`src/hw/rtl/rpsc_pkg.sv`:
```
`timescale 1ns / 1ps
// ----------------------------------------------------------------------------
// rpsc_pkg: shared types and constants for the pattern syntax checker
// Holds the error codes, the scan phase encoding and the byte class helpers.
// ----------------------------------------------------------------------------
package rpsc_pkg;

  typedef enum logic [3:0] {
    E_NONE       = 4'd0,
    E_ESC_END    = 4'd1,
    E_DECIMAL    = 4'd2,
    E_PROPERTY   = 4'd3,
    E_UNICODE    = 4'd4,
    E_HEX        = 4'd5,
    E_CLASS      = 4'd6,
    E_PAREN      = 4'd7,
    E_BRACKET    = 4'd8,
    E_NOTHING    = 4'd9,
    E_INCOMPLETE = 4'd10,
    E_ORDER      = 4'd11
  } err_t;

  typedef enum logic [4:0] {
    PH_PLAIN, PH_ESC, PH_DEC_ZERO, PH_DEC_NUM, PH_PROP_P, PH_PROP_FIRST,
    PH_PROP_NAME, PH_UNI_U, PH_UNI_HEX4, PH_UNI_BR_FIRST, PH_UNI_BR,
    PH_HEX_U, PH_HEX_N1, PH_HEX_N2, PH_BR_OPEN, PH_BR_MIN, PH_BR_MAX,
    PH_LAZY, PH_GRP_OPEN, PH_GRP_Q, PH_GRP_LT
  } phase_t;

  localparam logic OP_BYTE = 1'b0;
  localparam logic OP_END  = 1'b1;

  function automatic logic is_dig(input logic [7:0] c);
    return c >= 8'h30 && c <= 8'h39;
  endfunction

  function automatic logic is_hex(input logic [7:0] c);
    return is_dig(c) || (c >= 8'h61 && c <= 8'h66) || (c >= 8'h41 && c <= 8'h46);
  endfunction

  function automatic logic is_name(input logic [7:0] c);
    return is_dig(c) || (c >= 8'h61 && c <= 8'h7a) || (c >= 8'h41 && c <= 8'h5a)
        || c == 8'h3d || c == 8'h2d;
  endfunction

  // saturating v*10+d, v*10 via shifts and add
  function automatic logic [31:0] acc_dec(input logic [31:0] v, input logic [7:0] c);
    logic [35:0] d;
    logic [35:0] s;
    begin
      d = {32'd0, c[3:0]};
      s = ({4'd0, v} << 3) + ({4'd0, v} << 1) + d;
      return (s[35:32] != 4'd0) ? 32'hFFFF_FFFF : s[31:0];
    end
  endfunction

endpackage

```
`src/hw/rtl/rpsc_scan.sv`:
```
`timescale 1ns / 1ps
// ----------------------------------------------------------------------------
// rpsc_scan: one scan step of the phase machine
// Pure combinational: takes the state and a byte, returns the next state and
// whether the byte has to be scanned again in the new phase.
// ----------------------------------------------------------------------------
module rpsc_scan
  import rpsc_pkg::*;
#(
  parameter int CW = 16
) (
  input  logic          umode,
  input  logic [7:0]    c,
  input  phase_t        ph_i,
  input  logic          cls_i,
  input  logic          lq_i,
  input  logic [CW-1:0] depth_i,
  input  logic [CW-1:0] grp_i,
  input  logic [31:0]   bref_i,
  input  logic [31:0]   num_i,
  input  logic [31:0]   qmin_i,
  input  logic          comma_i,
  input  logic [2:0]    dig_i,
  input  logic [3:0]    err_i,
  output phase_t        ph_o,
  output logic          cls_o,
  output logic          lq_o,
  output logic [CW-1:0] depth_o,
  output logic [CW-1:0] grp_o,
  output logic [31:0]   bref_o,
  output logic [31:0]   num_o,
  output logic [31:0]   qmin_o,
  output logic          comma_o,
  output logic [2:0]    dig_o,
  output logic [3:0]    err_o,
  output logic          again
);

  localparam logic [CW-1:0] CMAX = '1;

  logic [3:0] e;
  logic       esc_done;
  logic       mal;
  logic [2:0] dinc;

  always_comb begin
    ph_o = ph_i; cls_o = cls_i; lq_o = lq_i; depth_o = depth_i; grp_o = grp_i;
    bref_o = bref_i; num_o = num_i; qmin_o = qmin_i; comma_o = comma_i;
    dig_o = dig_i; again = 1'b0; e = E_NONE; esc_done = 1'b0; mal = 1'b0;
    dinc = dig_i + 3'd1;
    unique case (ph_i)
      PH_PLAIN: begin
        if (c == 8'h5c) ph_o = PH_ESC;
        else if (cls_i) begin
          if (c == 8'h5d) begin cls_o = 1'b0; lq_o = 1'b1; end
        end else if (c == 8'h5b) cls_o = 1'b1;
        else if (c == 8'h28) begin
          if (depth_i != CMAX) depth_o = depth_i + 1'b1;
          lq_o = 1'b1; ph_o = PH_GRP_OPEN;
        end else if (c == 8'h29) begin
          if (depth_i == '0) e = E_PAREN;
          else begin depth_o = depth_i - 1'b1; lq_o = 1'b1; end
        end else if (c == 8'h7b) ph_o = PH_BR_OPEN;
        else if (c == 8'h2a || c == 8'h2b || c == 8'h3f) begin
          if (!lq_i) e = E_NOTHING;
          else begin lq_o = 1'b0; ph_o = PH_LAZY; end
        end else if ((c == 8'h5d || c == 8'h7d) && umode) e = E_BRACKET;
        else lq_o = 1'b1;
      end
      PH_ESC: begin
        if (umode && is_dig(c)) begin
          if (c == 8'h30) ph_o = PH_DEC_ZERO;
          else begin num_o = {28'd0, c[3:0]}; ph_o = PH_DEC_NUM; end
        end else if (c == 8'h70 || c == 8'h50) ph_o = PH_PROP_P;
        else if (c == 8'h75) ph_o = PH_UNI_U;
        else if (c == 8'h78) begin
          dig_o = 3'd0; ph_o = umode ? PH_HEX_U : PH_HEX_N1;
        end else esc_done = 1'b1;
      end
      PH_DEC_ZERO: begin
        if (is_dig(c)) e = E_DECIMAL;
        else begin esc_done = 1'b1; again = 1'b1; end
      end
      PH_DEC_NUM: begin
        if (is_dig(c)) num_o = acc_dec(num_i, c);
        else begin
          if (num_i > bref_i) bref_o = num_i;
          esc_done = 1'b1; again = 1'b1;
        end
      end
      PH_PROP_P: begin
        if (c == 8'h7b) ph_o = PH_PROP_FIRST; else e = E_PROPERTY;
      end
      PH_PROP_FIRST, PH_PROP_NAME: begin
        if (c == 8'h7d) begin
          if (ph_i == PH_PROP_FIRST) e = E_PROPERTY; else esc_done = 1'b1;
        end else if (is_name(c)) ph_o = PH_PROP_NAME;
        else e = E_PROPERTY;
      end
      PH_UNI_U: begin
        if (c == 8'h7b) ph_o = PH_UNI_BR_FIRST;
        else if (is_hex(c)) begin dig_o = 3'd1; ph_o = PH_UNI_HEX4; end
        else e = E_UNICODE;
      end
      PH_UNI_HEX4: begin
        if (!is_hex(c)) e = E_UNICODE;
        else if (dinc >= 3'd4) begin dig_o = 3'd0; esc_done = 1'b1; end
        else dig_o = dinc;
      end
      PH_UNI_BR_FIRST, PH_UNI_BR: begin
        if (c == 8'h7d) begin
          if (ph_i == PH_UNI_BR_FIRST) e = E_UNICODE; else esc_done = 1'b1;
        end else if (is_hex(c)) ph_o = PH_UNI_BR;
        else e = E_UNICODE;
      end
      PH_HEX_U: begin
        if (!is_hex(c)) e = E_HEX;
        else if (dinc >= 3'd2) begin dig_o = 3'd0; esc_done = 1'b1; end
        else dig_o = dinc;
      end
      PH_HEX_N1: begin
        if (is_hex(c)) ph_o = PH_HEX_N2;
        else begin esc_done = 1'b1; again = 1'b1; end
      end
      PH_HEX_N2: begin
        esc_done = 1'b1; again = !is_hex(c);
      end
      PH_BR_OPEN: begin
        if (!is_dig(c)) mal = 1'b1;
        else begin
          qmin_o = {28'd0, c[3:0]}; comma_o = 1'b0; ph_o = PH_BR_MIN;
        end
      end
      PH_BR_MIN: begin
        if (is_dig(c)) qmin_o = acc_dec(qmin_i, c);
        else if (c == 8'h2c) begin
          comma_o = 1'b1; num_o = '0; dig_o = 3'd0; ph_o = PH_BR_MAX;
        end else if (c == 8'h7d) begin lq_o = 1'b0; ph_o = PH_LAZY; end
        else mal = 1'b1;
      end
      PH_BR_MAX: begin
        if (is_dig(c)) begin num_o = acc_dec(num_i, c); dig_o = 3'd1; end
        else if (c != 8'h7d) mal = 1'b1;
        else if (dig_i != 3'd0 && num_i != 32'hFFFF_FFFF && qmin_i > num_i) e = E_ORDER;
        else begin
          comma_o = 1'b0; dig_o = 3'd0; lq_o = 1'b0; ph_o = PH_LAZY;
        end
      end
      PH_LAZY: begin
        ph_o = PH_PLAIN; again = (c != 8'h3f);
      end
      PH_GRP_OPEN: begin
        if (c == 8'h3f) ph_o = PH_GRP_Q;
        else begin
          if (grp_i != CMAX) grp_o = grp_i + 1'b1;
          ph_o = PH_PLAIN; again = 1'b1;
        end
      end
      PH_GRP_Q: begin
        ph_o = PH_PLAIN;
        if (c == 8'h3a || c == 8'h3d || c == 8'h21) ;
        else if (c == 8'h3c) ph_o = PH_GRP_LT;
        else begin
          if (grp_i != CMAX) grp_o = grp_i + 1'b1;
          again = !(c == 8'h50 || c == 8'h69 || c == 8'h6d || c == 8'h73 || c == 8'h78);
        end
      end
      PH_GRP_LT: begin
        ph_o = PH_PLAIN;
        if (!(c == 8'h3d || c == 8'h21)) begin
          if (grp_i != CMAX) grp_o = grp_i + 1'b1;
          again = 1'b1;
        end
      end
      default: begin
        ph_o = PH_PLAIN; again = 1'b1;
      end
    endcase
    if (esc_done) begin
      ph_o = PH_PLAIN;
      if (!cls_i) lq_o = 1'b1;
    end
    if (mal) begin
      comma_o = 1'b0;
      if (umode) e = E_INCOMPLETE;
      else begin lq_o = 1'b1; ph_o = PH_PLAIN; again = 1'b1; end
    end
    err_o = err_i;
    if (e != E_NONE) begin
      err_o = e;
      again = 1'b0;
    end
  end

endmodule

```
`config.mk`:
```
export PLATFORM = sky130hd
export DESIGN_NAME = rpsc_scan
export DESIGN_NICKNAME = d
export VERILOG_FILES = /design/src/hw/rtl/rpsc_pkg.sv /design/src/hw/rtl/rpsc_scan.sv
export SDC_FILE = /design/constraint.sdc
export NUM_CORES = 1
export LEC_CHECK = 0
export BUFFER_PORTS_ARGS = -buffer_cell sky130_fd_sc_hd__buf_2
export CORE_MARGIN = 4
export CORE_UTILIZATION = 40
export DETAILED_ROUTE_END_ITERATION = 8
export SLEW_MARGIN = 0
export SYNTH_ARGS = -nofsm -noshare
export SYNTH_HDL_FRONTEND = slang
export SYNTH_SLANG_ARGS = --single-unit
```
`constraint.sdc`:
```
create_clock -name vclk -period 7
set_clock_uncertainty 0.15 [all_clocks]
set_input_delay 0.35 -clock vclk [all_inputs]
set_output_delay 0.35 -clock vclk [all_outputs]
set_load 0.02 [all_outputs]
```
# --- Yosys cells after proc, flatten, opt, wreduce, memory -nomap -nowiden ---
# Cells that the tools add are included.
classes:
  n_reduce_logical: 40
  order_cmp: 12
  n_eq_ne: 49
  add_sub_neg: 8
  mux: 170
op_table:
  columns: ["cell", "n"]
  rows:
  - ["32-bit 2-to-1 mux", 12]
  - ["16-bit 2-to-1 mux", 13]
  - ["5-bit 2-to-1 mux", 33]
  - ["8-bit by 6-bit == test with 1-bit output, second input constant", 12]
  - ["8-bit by 7-bit == test with 1-bit output, second input constant", 12]
  - ["32-bit case mux with 3 select lines", 1]
  - ["35-bit by 33-bit adder with 36-bit output", 2]
  - ["36-bit by 4-bit adder with 36-bit output", 2]
  - ["4-bit 2-to-1 mux", 17]
  - ["5-bit case mux with 13 select lines", 1]
  - ["32-bit > comparator", 2]
  - ["32-bit case mux with 2 select lines", 1]
  - ["3-bit 2-to-1 mux", 21]
  - ["1-bit 2-to-1 mux", 59]
  - ["16-bit case mux with 3 select lines", 1]
  - ["5-bit by 4-bit == test with 1-bit output, second input constant", 8]
  - ["4-bit case mux with 9 select lines", 1]
  - ["16-bit by 1-bit adder with 16-bit output, second input constant", 2]
  - ["8-bit by 7-bit less-or-equal comparator with 1-bit output, second input constant", 4]
  - ["16-bit inequality test, second input constant", 2]
  - ["32-bit inequality test, second input constant", 1]
  - ["5-bit == test, second input constant", 5]
  - ["5-bit by 3-bit == test with 1-bit output, second input constant", 4]
  - ["3-bit case mux with 6 select lines", 1]
  - ["other kinds (24)", 62]
word_totals:
  reg_bits: 0
  wordCells: 279

# --- Logic depth before layout (Yosys ltp) ---
# Gate-level depths: netlist (run 1).
depth:
  word_depth: 16
  ltp_mapped: 15
  ltp_nobuf: 13

# --- Least setup slack after synthesis (run 1) ---
# Ideal clock, no wire load.
synth_timing:
  kind: "input-to-output"
  from: "input c[3]"
  to: "output qmin_o[1]"
  arrival_ns: 3.413
  path_stages: 14
  setup_slack_ns: 3.087
  path_buffers: 1
  required_ns: 6.500
  path_cell_list: "inv_1 > fa_1 > inv_1 > fa_1 > a211oi_1 > o211a_1 > o32ai_1 > a21o_1 > nor3_1 > o32a_1 > and2_1 > buf_2 > nand2_1 > o41a_1"
synth_via:
  elab_chain_len: 5
  word_cells_on_any_way: 9
  classes_between: "add/sub (1); order compare (2); mux (4); reduce/logical (2)"
synth_lines:
  columns: ["element", "line_no", "source"]
  rows:
  - ["from (decl)", "rpsc_scan.sv:13", "input logic [7:0] c,"]
  - ["36-bit by 4-bit adder with 36-bit output", "rpsc_pkg.sv:52", "s = ({4'd0, v} << 3) + ({4'd0, v} << 1) + d;"]
  - ["4-bit nonzero test", "rpsc_pkg.sv:53", "return (s[35:32] != 4'd0) ? 32'hFFFF_FFFF : s[31:0];"]
  - ["32-bit 2-to-1 mux", "rpsc_pkg.sv:53", null]
  - ["32-bit 2-to-1 mux", "rpsc_scan.sv:135", "if (is_dig(c)) qmin_o = acc_dec(qmin_i, c);"]
  - ["32-bit case mux with 2 select lines (*)", "rpsc_scan.sv:51", "unique case (ph_i)"]
  - ["to (decl)", "rpsc_scan.sv:32", "output logic [31:0] qmin_o,"]
# Every way passes the cells marked *; elsewhere a longest branch is shown, timed or not.

# --- Worst setup path in the final report (run 1) ---
layout_timing:
  from: "input c[3]"
  to: "output qmin_o[2]"
# Same word-level chain as after synthesis.

==> flow_metrics.env, run 1 <==
export IMPL_drc=0
export IMPL_seq_cell_count=0
export IMPL_portBuffers=296
export IMPL_final_cell_mix="296 x buf_2, 196 x ha_1, 115 x nand2_1"
export IMPL_hp_class="input port to primary output"
export IMPL_grt_pass1_wl_um=64890
export IMPL_n_fill_cell=2716
export IMPL_cap_violations=0
export IMPL_postRouteAntennaNets=0
export IMPL_clock_fmax_mhz=180.6
export IMPL_rsz0062_at_grt="false"
export IMPL_die_h_um=169.7
export IMPL_place_ws_ps=1517
export IMPL_tightest_slew_ps=1152
export IMPL_track_usage_pct=26.94
export IMPL_leakage_nw=6.054
export IMPL_min_path_cells=3
export IMPL_hold_buffers=0
export IMPL_routed_via_density=6.166
export IMPL_layout_commonest_cell="buf_2"
export IMPL_gr_total_overflow=0
export IMPL_finalInstanceArea_um2=12120
export IMPL_synthesis_area_um2=10460
export IMPL_dpl_instance_area_um2=12110
export IMPL_wl_per_cell_um=19.83
export IMPL_relSlewSlack_pct=23.04
export IMPL_min_from="grp_i[5]"
export IMPL_min_period_over_period_pct=79.09
export IMPL_ys_types=89
export IMPL_grt_met1_usage_pct=39.72
export IMPL_clockBufferCount=0
export IMPL_row_count=58
export IMPL_grt_use_met3_pct=1.561
export IMPL_regArea_um2=0
export IMPL_critical_path_class="input port to primary output"
export IMPL_finalWorstSetupSlack_ps=1464
export IMPL_ys_warn_count=0
export IMPL_cp_arrival_ps=5040
export IMPL_slew_viol_final=0
export IMPL_cp_required_ps=6500
export IMPL_hpwl_um=34710
export IMPL_vdd_drop_max_v=0.00004803
export IMPL_min_period_ps=5536
export IMPL_syn_area_per_cell_um2=6.861
export IMPL_grtUsageMet2_pct=43.26
export IMPL_die_area_um2=28810
export IMPL_power_density_nw_per_um2=82.01
export IMPL_worst_setup_path_end_kind="primary output"
export IMPL_holdPathEnd="grp_o[5]"
export IMPL_num_vias=12900
export IMPL_drive_above_1_share_pct=19.16
export IMPL_firstDrtPassIters=6
export IMPL_nets=2113
export IMPL_syn_num_nets=1877
export IMPL_core_area_um2=25470
export IMPL_wirelength_um=41490
export IMPL_synthToLayoutAreaGrowth_pct=15.81
export IMPL_finalSetupViolations=0
export IMPL_fp_dieW_um=169.7
export IMPL_drt_iter0_markers=1161
export IMPL_grt_most_used_layer="met2"
export IMPL_grt_max_degree=39
export IMPL_post_cts_setup_buffer_count=0
export IMPL_boundaryPins=296
export IMPL_grt_pass1_vias=11950
export IMPL_antenna_found_initial=3
export IMPL_critPathMaxFanout=26
export IMPL_power_total_mw=0.9938
export IMPL_yosysSeqAreaShare_pct=0
export IMPL_hold_viol=0
export IMPL_outcome="completed"
export IMPL_cts_resized=0
export IMPL_start_kind="input port"
export IMPL_finalSetupTns_ps=0
export IMPL_syn_inst=1525
export IMPL_start_util_pct=41.08
export IMPL_routabilityCongestion=0.9924
==> through the flow <==
stage / hold slack [ps] / cells / util, %
floorplan: 678.3 / 1525 / -
detailed placement: 852.7 / 2089 / 47.54
global route: 868.6 / 2092 / 47.57
CTS: 852.3 / 2089 / 47.54
finish: 848.5 / 2092 / 47.57
global placement: 849.1 / 2089 / 47.54
==> kinds of logic (layout without fill, tap and decap cells) <==
group / after synthesis / count (layout) / share of synthesized area [%]
adders and majority gates: 200 / 200 / 24.20
AOI/OAI and AO/OA: 543 / 543 / 35.07
other: 0 / 3 / 0
and+or+nand+nor: 495 / 495 / 24.35
xor gates and xnor gates: 72 / 72 / 6.026
buffers and inverters: 179 / 413 / 6.864
muxes: 36 / 36 / 3.492
==> synth_stat cells (all sizes together) (8+ instances only) <==
cell | count | area (um2)
ha | 196 | 2452
o21ai | 135 | 679.4
nand2 | 115 | 431.7
a21oi | 108 | 544.3
inv | 108 | 405.4
nor2 | 97 | 364.1
nand3 | 79 | 400.4
a21o | 54 | 405.4
clkbuf | 47 | 176.4
nor3 | 43 | 220.2
xnor2 | 43 | 376.6
nand4 | 39 | 244.0
mux2i | 32 | 320.3
a22o | 31 | 271.5
xor2 | 29 | 254.0
a31oi | 26 | 162.7
buf | 22 | 128.9
a22oi | 20 | 150.1
nor2b | 20 | 125.1
a211oi | 19 | 165.2
and3 | 19 | 118.9
o211ai | 19 | 142.6
o21a | 18 | 135.1
and2 | 15 | 93.84
nand2b | 12 | 75.07
or3 | 12 | 80.08
nor4 | 11 | 81.32
o21bai | 10 | 75.07
a211o | 9 | 78.83
a32oi | 9 | 78.83
o31ai | 9 | 81.33
o22ai | 8 | 50.05
==> layout make-up <==
| class | count | area [um2] | share of cell area, % |
|---|---|---|---|
| repair buffers | 303 | 1534 | 12.66 |
| inverters | 110 | 412.9 | 3.407 |
| multi-input cells | 1346 | 9751 | 80.46 |
| well taps | 330 | 412.9 | 3.407 |
| diodes | 3 | 7.507 | 0.06195 |
==> metal layers <==
layer,routed length [um],up-vias
li1,-,6298
met1,19250,6049
met2,18590,503
met3,2766,50
met4,879,0
met5,0,-
==> where the power goes <==
part           switching, mW  leakage, nW  internal, mW    total [mW]
clock                      0    0.0000190  0.0000000575  0.0000000575
sequential                 0            0             0             0
combinational          0.618         6.05         0.376         0.994
==> worst max-delay path by stage <==
stage	slack (ps)	from	cells past startpoint	endpoint
CTS	1500	c[3]	15	qmin_o[2]
global route	1030	c[3]	15	qmin_o[1]
detailed placement	1520	c[3]	15	qmin_o[1]
global placement	1640	c[3]	15	qmin_o[1]
finish	1460	c[3]	15	qmin_o[2]
floorplan	3090	c[3]	14	qmin_o[1]
==> critical path, stage by stage <==
cell	delay, ps
buf_2	400
inv_1	210
fa_1	570
inv_1	70
fa_1	470
a211oi_1	300
o211a_1	260
o32ai_1	150
a21o_1	250
nor3_1	210
o32a_1	200
and2_1	740
nand2_1	220
o41a_1	440
buf_2	170
Note: power is estimated with default switching activity, not from simulation.
==> run 2, diff against run 1 <==
Clock period 7 ns to 5.6 ns, I/O delays scaled along.
==> run 2 against run 1 <==
  * Combinational power rose by 26%
  * First-iteration DRC count shrank 8.5%
  * Die area is the same
  * Global-route usage barely moved
  * Total power rose by 26%
  * Utilization up 0.24 points
  * Sequential cell count unchanged
  * Wire length is 0.35% higher
  * Highest routed layer unchanged
==> flow_metrics.env, run 2 (synthesis gave the netlist of run 1 again) <==
export IMPL_leakage_nw=6.092
export IMPL_drt_iter0_markers=1062
export IMPL_wl_per_cell_um=19.83
export IMPL_synthToLayoutAreaGrowth_pct=16.38
export IMPL_min_path_cells=3
export IMPL_clock_fmax_mhz=204.2
export IMPL_grt_max_degree=34
export IMPL_gr_total_overflow=0
export IMPL_antenna_found_initial=3
export IMPL_finalWorstSetupSlack_ps=703.7
export IMPL_routabilityCongestion=0.9771
export IMPL_seq_cell_count=0
export IMPL_core_area_um2=25470
export IMPL_multi_input_area_um2=9751
export IMPL_dpl_instance_area_um2=12170
export IMPL_power_density_nw_per_um2=102.5
export IMPL_postRouteAntennaNets=0
export IMPL_hold_viol=0
export IMPL_portBuffers=296
export IMPL_layout_commonest_cell="buf_2"
export IMPL_tightest_slew_ps=1143
export IMPL_power_total_mw=1.248
export IMPL_die_area_um2=28810
export IMPL_nets=2121
export IMPL_grt_pass1_wl_um=65000
export IMPL_clockBufferCount=0
export IMPL_min_period_over_period_pct=87.43
export IMPL_hold_buffers=0
export IMPL_routed_via_density=6.192
export IMPL_final_cell_mix="296 x buf_2, 196 x ha_1, 115 x nand2_1"
export IMPL_finalInstanceArea_um2=12180
export IMPL_cp_required_ps=5170
export IMPL_die_h_um=169.7
export IMPL_post_cts_setup_buffer_count=0
export IMPL_start_util_pct=41.08
export IMPL_drive_above_1_share_pct=19.52
export IMPL_critical_path_class="input port to primary output"
export IMPL_worst_setup_path_end_kind="primary output"
export IMPL_outcome="completed"
export IMPL_n_fill_cell=2712
export IMPL_min_period_ps=4896
export IMPL_slew_viol_final=0
export IMPL_hpwl_um=34610
export IMPL_rsz0062_at_grt="false"
export IMPL_cp_arrival_ps=4470
export IMPL_finalSetupViolations=0
export IMPL_hp_class="input port to primary output"
export IMPL_regArea_um2=0
export IMPL_drc=0
export IMPL_vdd_drop_max_v=0.00008768
export IMPL_relSlewSlack_pct=23.62
export IMPL_start_kind="input port"
export IMPL_holdWs_ps=708.8
export IMPL_boundaryPins=296
export IMPL_cap_violations=0
export IMPL_fp_dieW_um=169.7
export IMPL_critPathMaxFanout=26
export IMPL_row_count=58
export IMPL_num_vias=13000
export IMPL_cts_resized=0
export IMPL_place_ws_ps=740.6
export IMPL_finalSetupTns_ps=0
export IMPL_firstDrtPassIters=5
export IMPL_wirelength_um=41640
export IMPL_grt_pass1_vias=12110
export IMPL_track_usage_pct=26.97
## run 2: worst max-delay path, stage by stage
cell      delay [ps]
buf_2            140
inv_1            140
fa_1             550
inv_1             60
ha_1             310
a211oi_1         290
o21ai_1          200
nand4_1          190
a21o_1           170
o21ai_1           80
a41o_1           300
o31ai_4          870
nand2_1          250
o41a_1           440
buf_2            170
## run 2: cell type report
class | count | share of cell area [%]
Inverter | 110 | 3.391
Antenna cell | 3 | 0.06165
Multi-Input combinational cell | 1346 | 80.07
Timing Repair Buffer | 311 | 13.09
Tap cell | 330 | 3.391
## run 2: through the flow
| step | std cells | utilization [%] |
|---|---|---|
| floorplan | 1525 | - |
| global placement | 2097 | 47.78 |
| detailed placement | 2097 | 47.78 |
| CTS | 2097 | 47.78 |
| global route | 2100 | 47.81 |
| finish | 2100 | 47.81 |
## run 2: worst paths after layout
check / end / slack, ps / from
max: qmin_o[2] / 700 / c[3]
min: grp_o[5] / 710 / grp_i[5]
## run 2: report_power, final
part | switching [mW] | internal [mW] | total (mW)
combinational | 0.772 | 0.475 | 1.25
clock | 0 | 0.0000000718 | 0.0000000718
sequential | 0 | 0 | 0
total | 0.772 | 0.475 | 1.25
## run 2: per-layer routing
metal  track usage [%]  part of all wire, %  wire length (um)
met4             7.840                  3.2              1318
met5                 0                    0                 0
met1             38.89                   46             19220
met3             2.632                  6.8              2827
met2             42.50                   44             18270
